==> src/mgd_pkg.sv <==
// mgd_pkg: shared types, constants and the morse lookup table for the
// gap timed morse decoder; no dependencies
`timescale 1ns / 1ps
`default_nettype none

package mgd_pkg;

    localparam int MAX_ELEMENTS_DEF = 7;

    // longest pattern present in the table
    localparam int LOOKUP_MAX_LEN = 6;

    localparam int KIND_W = 2;
    localparam int TIME_W = 32;
    localparam int GAP_W = 16;
    localparam int CHAR_W = 7;
    localparam int HELD_W = 3;

    localparam int QUEUE_DEPTH = 2;
    localparam int QPTR_W = $clog2(QUEUE_DEPTH);
    localparam int QCNT_W = $clog2(QUEUE_DEPTH + 1);

    localparam int CFG_IDX_W = 1;
    localparam int CFG_DATA_W = GAP_W;

    localparam logic [CFG_IDX_W-1:0] CFG_LETTER_GAP = 1'b0;
    localparam logic [CFG_IDX_W-1:0] CFG_WORD_GAP = 1'b1;

    localparam logic [GAP_W-1:0] LETTER_GAP_RESET = 16'd180;
    localparam logic [GAP_W-1:0] WORD_GAP_RESET = 16'd420;

    localparam logic [KIND_W-1:0] KIND_DIT = 2'd0;
    localparam logic [KIND_W-1:0] KIND_DAH = 2'd1;
    localparam logic [KIND_W-1:0] KIND_TICK = 2'd2;

    localparam logic [CHAR_W-1:0] CH_DOT = 7'h2E;
    localparam logic [CHAR_W-1:0] CH_DASH = 7'h2D;
    localparam logic [CHAR_W-1:0] CH_QMARK = 7'h3F;

    typedef enum logic [1:0] {
        OP_NOP  = 2'd0,
        OP_ELEM = 2'd1,
        OP_TICK = 2'd2
    } mgd_op_t;

    typedef struct packed {
        mgd_op_t            op;
        logic               dah;
        logic [TIME_W-1:0]  now_ms;
    } mgd_item_t;

    // pattern is first element msb, dah = 1
    function automatic logic [CHAR_W-1:0] morse_lookup(input logic [2:0] len,
                                                      input logic [5:0] bits);
        logic [CHAR_W-1:0] ch;
        ch = CH_QMARK;
        case ({len, bits})
            {3'd2, 6'd1}:  ch = 7'h41;
            {3'd4, 6'd8}:  ch = 7'h42;
            {3'd4, 6'd10}: ch = 7'h43;
            {3'd3, 6'd4}:  ch = 7'h44;
            {3'd1, 6'd0}:  ch = 7'h45;
            {3'd4, 6'd2}:  ch = 7'h46;
            {3'd3, 6'd6}:  ch = 7'h47;
            {3'd4, 6'd0}:  ch = 7'h48;
            {3'd2, 6'd0}:  ch = 7'h49;
            {3'd4, 6'd7}:  ch = 7'h4A;
            {3'd3, 6'd5}:  ch = 7'h4B;
            {3'd4, 6'd4}:  ch = 7'h4C;
            {3'd2, 6'd3}:  ch = 7'h4D;
            {3'd2, 6'd2}:  ch = 7'h4E;
            {3'd3, 6'd7}:  ch = 7'h4F;
            {3'd4, 6'd6}:  ch = 7'h50;
            {3'd4, 6'd13}: ch = 7'h51;
            {3'd3, 6'd2}:  ch = 7'h52;
            {3'd3, 6'd0}:  ch = 7'h53;
            {3'd1, 6'd1}:  ch = 7'h54;
            {3'd3, 6'd1}:  ch = 7'h55;
            {3'd4, 6'd1}:  ch = 7'h56;
            {3'd3, 6'd3}:  ch = 7'h57;
            {3'd4, 6'd9}:  ch = 7'h58;
            {3'd4, 6'd11}: ch = 7'h59;
            {3'd4, 6'd12}: ch = 7'h5A;
            {3'd5, 6'd31}: ch = 7'h30;
            {3'd5, 6'd15}: ch = 7'h31;
            {3'd5, 6'd7}:  ch = 7'h32;
            {3'd5, 6'd3}:  ch = 7'h33;
            {3'd5, 6'd1}:  ch = 7'h34;
            {3'd5, 6'd0}:  ch = 7'h35;
            {3'd5, 6'd16}: ch = 7'h36;
            {3'd5, 6'd24}: ch = 7'h37;
            {3'd5, 6'd28}: ch = 7'h38;
            {3'd5, 6'd30}: ch = 7'h39;
            {3'd6, 6'd21}: ch = CH_DOT;
            {3'd6, 6'd51}: ch = 7'h2C;
            {3'd6, 6'd12}: ch = CH_QMARK;
            {3'd5, 6'd18}: ch = 7'h2F;
            {3'd5, 6'd17}: ch = 7'h3D;
            {3'd5, 6'd10}: ch = 7'h2B;
            {3'd6, 6'd33}: ch = CH_DASH;
            {3'd6, 6'd26}: ch = 7'h40;
            {3'd6, 6'd56}: ch = 7'h3A;
            {3'd6, 6'd42}: ch = 7'h3B;
            default:       ch = CH_QMARK;
        endcase
        return ch;
    endfunction

endpackage

`default_nettype wire

==> src/morse_gap_timed_decoder_unit.sv <==
// morse_gap_timed_decoder_unit: top level of the gap timed morse decoder
// instantiates mgd_front and mgd_back; uses mgd_pkg
//
// input channel in_valid/in_ready carries kind (dit, dah, tick) and now_ms.
// output channel out_valid/out_ready carries exactly one result per item:
// char_valid, char_code, word_end, elements_held.
// cfg_write/cfg_index/cfg_data set letter gap (index 0) and word gap
// (index 1) in milliseconds; write only while no item is in flight.
// an item is classified and queued in a two-entry queue, then the back end
// updates the pattern and gap timer and loads the result register.
// throughput: 1 item per cycle while out_ready is high, set by the
// combinational timer compare and table lookup in the back end.
// when out_ready is low the result register holds, the queue fills and
// in_ready drops after two more items.
// reset clears the pattern, stops gap timing, empties the queue and loads
// the gap registers with 180 and 420 ms.
`timescale 1ns / 1ps
`default_nettype none

module morse_gap_timed_decoder_unit
    import mgd_pkg::*;
#(
    parameter int MAX_ELEMENTS = MAX_ELEMENTS_DEF
)
(
    input  wire logic                  clk,
    input  wire logic                  rst_n,
    input  wire logic                  cfg_write,
    input  wire logic [CFG_IDX_W-1:0]  cfg_index,
    input  wire logic [CFG_DATA_W-1:0] cfg_data,
    input  wire logic                  in_valid,
    output      logic                  in_ready,
    input  wire logic [KIND_W-1:0]     kind,
    input  wire logic [TIME_W-1:0]     now_ms,
    output      logic                  out_valid,
    input  wire logic                  out_ready,
    output      logic                  char_valid,
    output      logic [CHAR_W-1:0]     char_code,
    output      logic                  word_end,
    output      logic [HELD_W-1:0]     elements_held
);

    logic      q_valid;
    mgd_item_t q_item;
    logic      q_pop;

    mgd_front u_front (
        .clk      (clk),
        .rst_n    (rst_n),
        .in_valid (in_valid),
        .in_ready (in_ready),
        .kind     (kind),
        .now_ms   (now_ms),
        .q_valid  (q_valid),
        .q_item   (q_item),
        .q_pop    (q_pop)
    );

    mgd_back #(
        .MAX_ELEMENTS (MAX_ELEMENTS)
    ) u_back (
        .clk           (clk),
        .rst_n         (rst_n),
        .cfg_write     (cfg_write),
        .cfg_index     (cfg_index),
        .cfg_data      (cfg_data),
        .q_valid       (q_valid),
        .q_item        (q_item),
        .q_pop         (q_pop),
        .out_valid     (out_valid),
        .out_ready     (out_ready),
        .char_valid    (char_valid),
        .char_code     (char_code),
        .word_end      (word_end),
        .elements_held (elements_held)
    );

endmodule

`default_nettype wire

==> src/mgd_front.sv <==
// mgd_front: accepts input items, classifies them into operations and
// holds them in a two-entry queue for the back end; uses mgd_pkg
`timescale 1ns / 1ps
`default_nettype none

module mgd_front
    import mgd_pkg::*;
(
    input  wire logic              clk,
    input  wire logic              rst_n,
    input  wire logic              in_valid,
    output      logic              in_ready,
    input  wire logic [KIND_W-1:0] kind,
    input  wire logic [TIME_W-1:0] now_ms,
    output      logic              q_valid,
    output      mgd_item_t         q_item,
    input  wire logic              q_pop
);

    mgd_item_t             slot_reg [QUEUE_DEPTH];
    logic [QPTR_W-1:0]     wr_ptr_reg;
    logic [QPTR_W-1:0]     wr_ptr_next;
    logic [QPTR_W-1:0]     rd_ptr_reg;
    logic [QPTR_W-1:0]     rd_ptr_next;
    logic [QCNT_W-1:0]     count_reg;
    logic [QCNT_W-1:0]     count_next;
    mgd_item_t             item_in;
    logic                  push;
    logic                  pop;

    always_comb
    begin
        item_in.dah = kind[0];
        item_in.now_ms = now_ms;
        case (kind) inside
            KIND_DIT, KIND_DAH: item_in.op = OP_ELEM;
            KIND_TICK:          item_in.op = OP_TICK;
            default:            item_in.op = OP_NOP;
        endcase
    end

    assign in_ready = (count_reg != QCNT_W'(QUEUE_DEPTH));
    assign push = in_valid && in_ready;
    assign q_valid = (count_reg != '0);
    assign pop = q_pop && q_valid;
    assign q_item = slot_reg[rd_ptr_reg];

    always_comb
    begin
        wr_ptr_next = wr_ptr_reg;
        rd_ptr_next = rd_ptr_reg;
        count_next = count_reg;
        if (push)
        begin
            wr_ptr_next = (wr_ptr_reg == QPTR_W'(QUEUE_DEPTH - 1)) ? '0 : wr_ptr_reg + 1'b1;
        end
        if (pop)
        begin
            rd_ptr_next = (rd_ptr_reg == QPTR_W'(QUEUE_DEPTH - 1)) ? '0 : rd_ptr_reg + 1'b1;
        end
        if (push && !pop)
        begin
            count_next = count_reg + 1'b1;
        end
        else if (pop && !push)
        begin
            count_next = count_reg - 1'b1;
        end
    end

    always_ff @(posedge clk or negedge rst_n)
    begin
        if (!rst_n)
        begin
            wr_ptr_reg <= '0;
            rd_ptr_reg <= '0;
            count_reg <= '0;
        end
        else
        begin
            wr_ptr_reg <= wr_ptr_next;
            rd_ptr_reg <= rd_ptr_next;
            count_reg <= count_next;
        end
    end

    always_ff @(posedge clk)
    begin
        if (push)
        begin
            slot_reg[wr_ptr_reg] <= item_in;
        end
    end

    a_count_bound: assert property (@(posedge clk) disable iff (!rst_n)
        count_reg <= QCNT_W'(QUEUE_DEPTH))
        else $error("queue count beyond depth");

    a_pop_nonempty: assert property (@(posedge clk) disable iff (!rst_n)
        (count_reg == '0) && push |=> (count_reg == QCNT_W'(1)))
        else $error("queue lost a pushed item");

endmodule

`default_nettype wire

==> src/mgd_back.sv <==
// mgd_back: gap timing, pattern state, character lookup and the result
// register; holds the configuration registers; uses mgd_pkg
`timescale 1ns / 1ps
`default_nettype none

module mgd_back
    import mgd_pkg::*;
#(
    parameter int MAX_ELEMENTS = MAX_ELEMENTS_DEF
)
(
    input  wire logic                  clk,
    input  wire logic                  rst_n,
    input  wire logic                  cfg_write,
    input  wire logic [CFG_IDX_W-1:0]  cfg_index,
    input  wire logic [CFG_DATA_W-1:0] cfg_data,
    input  wire logic                  q_valid,
    input  wire mgd_item_t             q_item,
    output      logic                  q_pop,
    output      logic                  out_valid,
    input  wire logic                  out_ready,
    output      logic                  char_valid,
    output      logic [CHAR_W-1:0]     char_code,
    output      logic                  word_end,
    output      logic [HELD_W-1:0]     elements_held
);

    localparam int LEN_W = $clog2(MAX_ELEMENTS + 1);

    logic [GAP_W-1:0]        letter_gap_reg;
    logic [GAP_W-1:0]        word_gap_reg;
    logic [MAX_ELEMENTS-1:0] bits_reg;
    logic [MAX_ELEMENTS-1:0] bits_next;
    logic [LEN_W-1:0]        len_reg;
    logic [LEN_W-1:0]        len_next;
    logic [TIME_W-1:0]       last_reg;
    logic [TIME_W-1:0]       last_next;
    logic                    active_reg;
    logic                    active_next;
    logic                    o_valid_reg;
    logic                    o_valid_next;
    logic                    char_valid_reg;
    logic                    char_valid_next;
    logic [CHAR_W-1:0]       char_code_reg;
    logic [CHAR_W-1:0]       char_code_next;
    logic                    word_end_reg;
    logic                    word_end_next;
    logic [HELD_W-1:0]       held_reg;
    logic [HELD_W-1:0]       held_next;
    logic [TIME_W-1:0]       elapsed;
    logic                    word_hit;
    logic                    letter_hit;
    logic [CHAR_W-1:0]       looked_up;

    assign q_pop = q_valid && (!o_valid_reg || out_ready);

    // elapsed time wraps modulo 2^32
    assign elapsed = q_item.now_ms - last_reg;
    assign word_hit = elapsed >= {{(TIME_W - GAP_W){1'b0}}, word_gap_reg};
    assign letter_hit = elapsed >= {{(TIME_W - GAP_W){1'b0}}, letter_gap_reg};
    assign looked_up = (len_reg > LEN_W'(LOOKUP_MAX_LEN)) ? CH_QMARK
                     : morse_lookup(len_reg[2:0], bits_reg[5:0]);

    always_comb
    begin
        bits_next = bits_reg;
        len_next = len_reg;
        last_next = last_reg;
        active_next = active_reg;
        char_valid_next = 1'b0;
        char_code_next = '0;
        word_end_next = 1'b0;
        case (q_item.op)
            OP_ELEM:
            begin
                // elements past capacity are dropped but still restart the timer
                if (len_reg < LEN_W'(MAX_ELEMENTS))
                begin
                    bits_next = {bits_reg[MAX_ELEMENTS-2:0], q_item.dah};
                    len_next = len_reg + 1'b1;
                end
                last_next = q_item.now_ms;
                active_next = 1'b1;
            end
            OP_TICK:
            begin
                if (active_reg)
                begin
                    if ((word_hit || letter_hit) && (len_reg != '0))
                    begin
                        char_valid_next = 1'b1;
                        char_code_next = looked_up;
                        bits_next = '0;
                        len_next = '0;
                    end
                    if (word_hit)
                    begin
                        word_end_next = 1'b1;
                        active_next = 1'b0;
                    end
                end
            end
            default:
            begin
            end
        endcase
        held_next = len_next[HELD_W-1:0];
        o_valid_next = o_valid_reg && !out_ready;
        if (q_pop)
        begin
            o_valid_next = 1'b1;
        end
    end

    always_ff @(posedge clk or negedge rst_n)
    begin
        if (!rst_n)
        begin
            letter_gap_reg <= LETTER_GAP_RESET;
            word_gap_reg <= WORD_GAP_RESET;
            bits_reg <= '0;
            len_reg <= '0;
            last_reg <= '0;
            active_reg <= 1'b0;
            o_valid_reg <= 1'b0;
        end
        else
        begin
            if (cfg_write)
            begin
                case (cfg_index)
                    CFG_LETTER_GAP: letter_gap_reg <= cfg_data;
                    CFG_WORD_GAP:   word_gap_reg <= cfg_data;
                    default:
                    begin
                    end
                endcase
            end
            if (q_pop)
            begin
                bits_reg <= bits_next;
                len_reg <= len_next;
                last_reg <= last_next;
                active_reg <= active_next;
            end
            o_valid_reg <= o_valid_next;
        end
    end

    always_ff @(posedge clk)
    begin
        if (q_pop)
        begin
            char_valid_reg <= char_valid_next;
            char_code_reg <= char_code_next;
            word_end_reg <= word_end_next;
            held_reg <= held_next;
        end
    end

    assign out_valid = o_valid_reg;
    assign char_valid = char_valid_reg;
    assign char_code = char_code_reg;
    assign word_end = word_end_reg;
    assign elements_held = held_reg;

    a_len_bound: assert property (@(posedge clk) disable iff (!rst_n)
        len_reg <= LEN_W'(MAX_ELEMENTS))
        else $error("pattern length beyond capacity");

    a_elem_arms: assert property (@(posedge clk) disable iff (!rst_n)
        q_pop && (q_item.op == OP_ELEM) |=> active_reg && (len_reg != '0))
        else $error("element did not arm gap timing");

    a_char_clears: assert property (@(posedge clk) disable iff (!rst_n)
        o_valid_reg && (char_valid_reg || word_end_reg) |-> (held_reg == '0))
        else $error("finalized item left elements pending");

    a_word_stops: assert property (@(posedge clk) disable iff (!rst_n)
        q_pop && (q_item.op == OP_TICK) && active_reg && word_hit |=> !active_reg)
        else $error("word gap did not stop timing");

endmodule

`default_nettype wire
==> config.mk <==
export PLATFORM = sky130hd
export DESIGN_NAME = morse_gap_timed_decoder_unit
export DESIGN_NICKNAME = d
export VERILOG_FILES = /design/src/mgd_pkg.sv /design/src/morse_gap_timed_decoder_unit.sv /design/src/mgd_front.sv /design/src/mgd_back.sv
export SDC_FILE = /design/constraint.sdc
export NUM_CORES = 1
export LEC_CHECK = 0
export ABC_AREA = 1
export BUFFER_PORTS_ARGS = -buffer_cell sky130_fd_sc_hd__buf_4
export CORE_ASPECT_RATIO = 0.9
export CORE_UTILIZATION = 50
export DETAILED_ROUTE_END_ITERATION = 7
export PLACE_DENSITY = 0.65
export SYNTH_ARGS = -nofsm -noshare
export SYNTH_HDL_FRONTEND = slang
export SYNTH_SLANG_ARGS = --single-unit
==> constraint.sdc <==
create_clock -name clk -period 4.1 [get_ports clk]
set_input_delay 0.82 -clock clk [delete_from_list [all_inputs] [get_ports clk]]
set_output_delay 0.82 -clock clk [all_outputs]
set_load 0.05 [all_outputs]
==> impl_metrics.json <==
{
  "syn-num-nets": 1501,
  "grt_first_pass_wirelength_um": 39760,
  "fin_ws_ns": 0.3293,
  "clk_path_buf_depth": 2,
  "worstMarginPinSlew_ns": 1.100,
  "die_h_um": 138.2,
  "r2r_setup_slack_ns": 0.33,
  "slew_viol_final": 0,
  "final_cell_mix": "nand2_1 (463), inv_1 (253), nor2_1 (89)",
  "reg2regPathDepth": 25,
  "synth_cell_types": 47,
  "seq_area_frac_synth_pct": 43.15,
  "drtPass1Iterations": 5,
  "max-slew-margin-rel_pct": 26.52,
  "fmax_ghz": 0.2652,
  "synth_area_sq_um": 10310,
  "start_kind": "flip-flop",
  "wl_per_cell_um": 13.86,
  "drive_above_1_share_pct": 12.05,
  "num_rows": 49,
  "yosysTopAreaCellShare_pct": 23.88,
  "skew_ns": 0.01734,
  "ios": 70,
  "diodes": 0,
  "hold_viol": 0,
  "synth-main-ff-cell": "edfxtp_1",
  "wirelength_um": 23760,
  "drcViolationCount": 0,
  "placed_area_sq_um": 11140,
  "end_kind": "flip-flop",
  "cts_hold_buf": 0,
  "final_area_sq_um": 11890,
  "core_area_sq_um": 20110,
  "insertion_delay_ns": 0.45,
  "port_buffers": 69,
  "slowest_stage": "dfrtp_1",
  "setup_viol": 0,
  "final_common_cell": "nand2_1",
  "cp.buffers_inverters": 5,
  "dp_hpwl_um": 17990,
  "hp-class": "in2async",
  "r2r_start": "u_front.rd_ptr_reg",
  "antenna_found_initial": 0,
  "gp_congestion": 0.9606,
  "r2r-end": "u_back.elements_held[2]",
  "path_class": "reg2reg",
  "fill_cells": 1875,
  "arrival_ns": 4.04,
  "synth_area_leaders": "edfxtp_1 (24%), dfrtp_1 (17%), nand2_1 (17%)",
  "drv_cap": 0,
  "root_buffer": "clkbuf_16",
  "grt_max_degree": 63,
  "path_max_fanout": 14,
  "htreeDepth": 4,
  "routed-via-count": 8611,
  "yosys.area.top_type": "edfxtp_1",
  "design.die.area_sq_um": 21200,
  "cts_made_buffers": 17,
  "crit_top_cell": "nand2_1",
  "seqCellArea_sq_um": 4449,
  "viasPerCell": 5.021,
  "cts_setup_buffers": 0,
  "start_util_pct": 51.28,
  "syn_avg_cell_area_sq_um": 7.515,
  "yosysWarnings": 0,
  "grt_pass1_vias": 8148,
  "preCtsSetupSlack_ns": 0.1738,
  "synth_edf_count": 82,
  "grt_remaining_overflow": 0,
  "status": "complete, no violations",
  "multiInputGateArea_sq_um": 4967,
  "drtAntennaViolNets": 0,
  "async_flop_share_pct": 49.07,
  "cts_sinks": 161,
  "clk_pin_slew_ns": 0.07,
  "cp.required_ns": 4.37,
  "fp.dieW_um": 153.4,
  "largest_reg_flops": 70,
  "cp_num_cells": 25,
  "final.min_clock_period_ns": 3.771,
  "final_nets": 1576,
  "final.period_utilization_pct": 91.97,
  "grtUsageTotal_pct": 23.74,
  "drt-initial-drc-count": 529,
  "area_growth_pct": 15.28,
  "cts_resized": 0,
  "cts_tree": "done",
  "critPathTopFamily": "simple AND/OR/NAND/NOR gates",
  "critPathMaxStageDelay_ns": 0.38,
  "synthCells": 1372,
  "synth-seq-cells": 161
}
## worst max-delay path by stage
stage | start | slack [ns] | endpoint
2_1_floorplan | u_front.rd_ptr_reg | 0.63 | u_back.char_code[5]
3_3_place_gp | u_front.rd_ptr_reg | 0.22 | u_back.char_code[5]
3_5_place_dp | u_front.rd_ptr_reg | 0.17 | u_back.char_code[3]
4_1_cts | u_front.rd_ptr_reg | 0.14 | u_back.char_code[3]
5_1_grt | u_front.rd_ptr_reg | -0.02 | u_back.elements_held[1]
6_report | u_front.rd_ptr_reg | 0.33 | u_back.elements_held[2]
## final cells by class
class | count | area share [%]
Clock buffer | 17 | 3.579
Clock inverter | 15 | 1.368
Inverter | 257 | 8.116
Multi-Input combinational cell | 932 | 41.79
Sequential cell | 161 | 37.43
Tap cell | 255 | 2.684
Timing Repair Buffer | 78 | 5.032
## cell usage after synthesis, types with 3 or more instances
master and n:
a211oi_1 3, a21oi_1 42, a22oi_1 4, a31oi_1 4, clkbuf_1 17, dfrtp_1 71, dfstp_2 8, edfxtp_1 82
ha_1 72, inv_1 254, nand2_1 466, nand2_2 11, nand3_1 49, nand3_2 6, nand3b_1 6, nand4_1 11
nor2_1 93, nor2_2 4, nor3_1 26, nor4_1 4, o21ai_0 84, o21bai_1 3, or2_2 3, xnor2_1 3
xor2_1 16
## metrics by stage
stage                     utilization [%]  setup TNS, ns  cells  hold slack, ns
after global routing                59.11       -0.03719   1715          0.5178
final                               59.11              0   1715          0.4672
after global placement              55.42              0   1683          0.4682
after floorplan                         -              0   1372          0.4530
after detailed placement            55.42              0   1683          0.4773
after CTS                           58.34              0   1715          0.4966
## logic make-up (layout without fill, tap and decap cells)
kind of cell | Yosys count | count (layout) | share of synthesized area, %
AOI/OAI and AO/OA | 146 | 146 | 7.548
xor gates and xnor gates | 19 | 19 | 1.614
adders and majority gates | 73 | 73 | 8.931
buffers and inverters | 279 | 367 | 10.31
DFF | 161 | 161 | 43.15
muxes | 1 | 1 | 0.09708
and+or+nand+nor | 693 | 693 | 28.35
## metal layers
metal  wire length, um  vias up  part of all wire, %  track usage (%)
met1             11580     3899                   49            33.29
li1                  -     4471                    -                -
met5                 0        -                    0                0
met3              1077       36                  4.5            3.856
met2             10680      205                   45            37.66
met4               427        0                  1.8            7.632
Power is not shown: default switching activity piles up to over one toggle a cycle in this logic, so the estimate is an artifact.
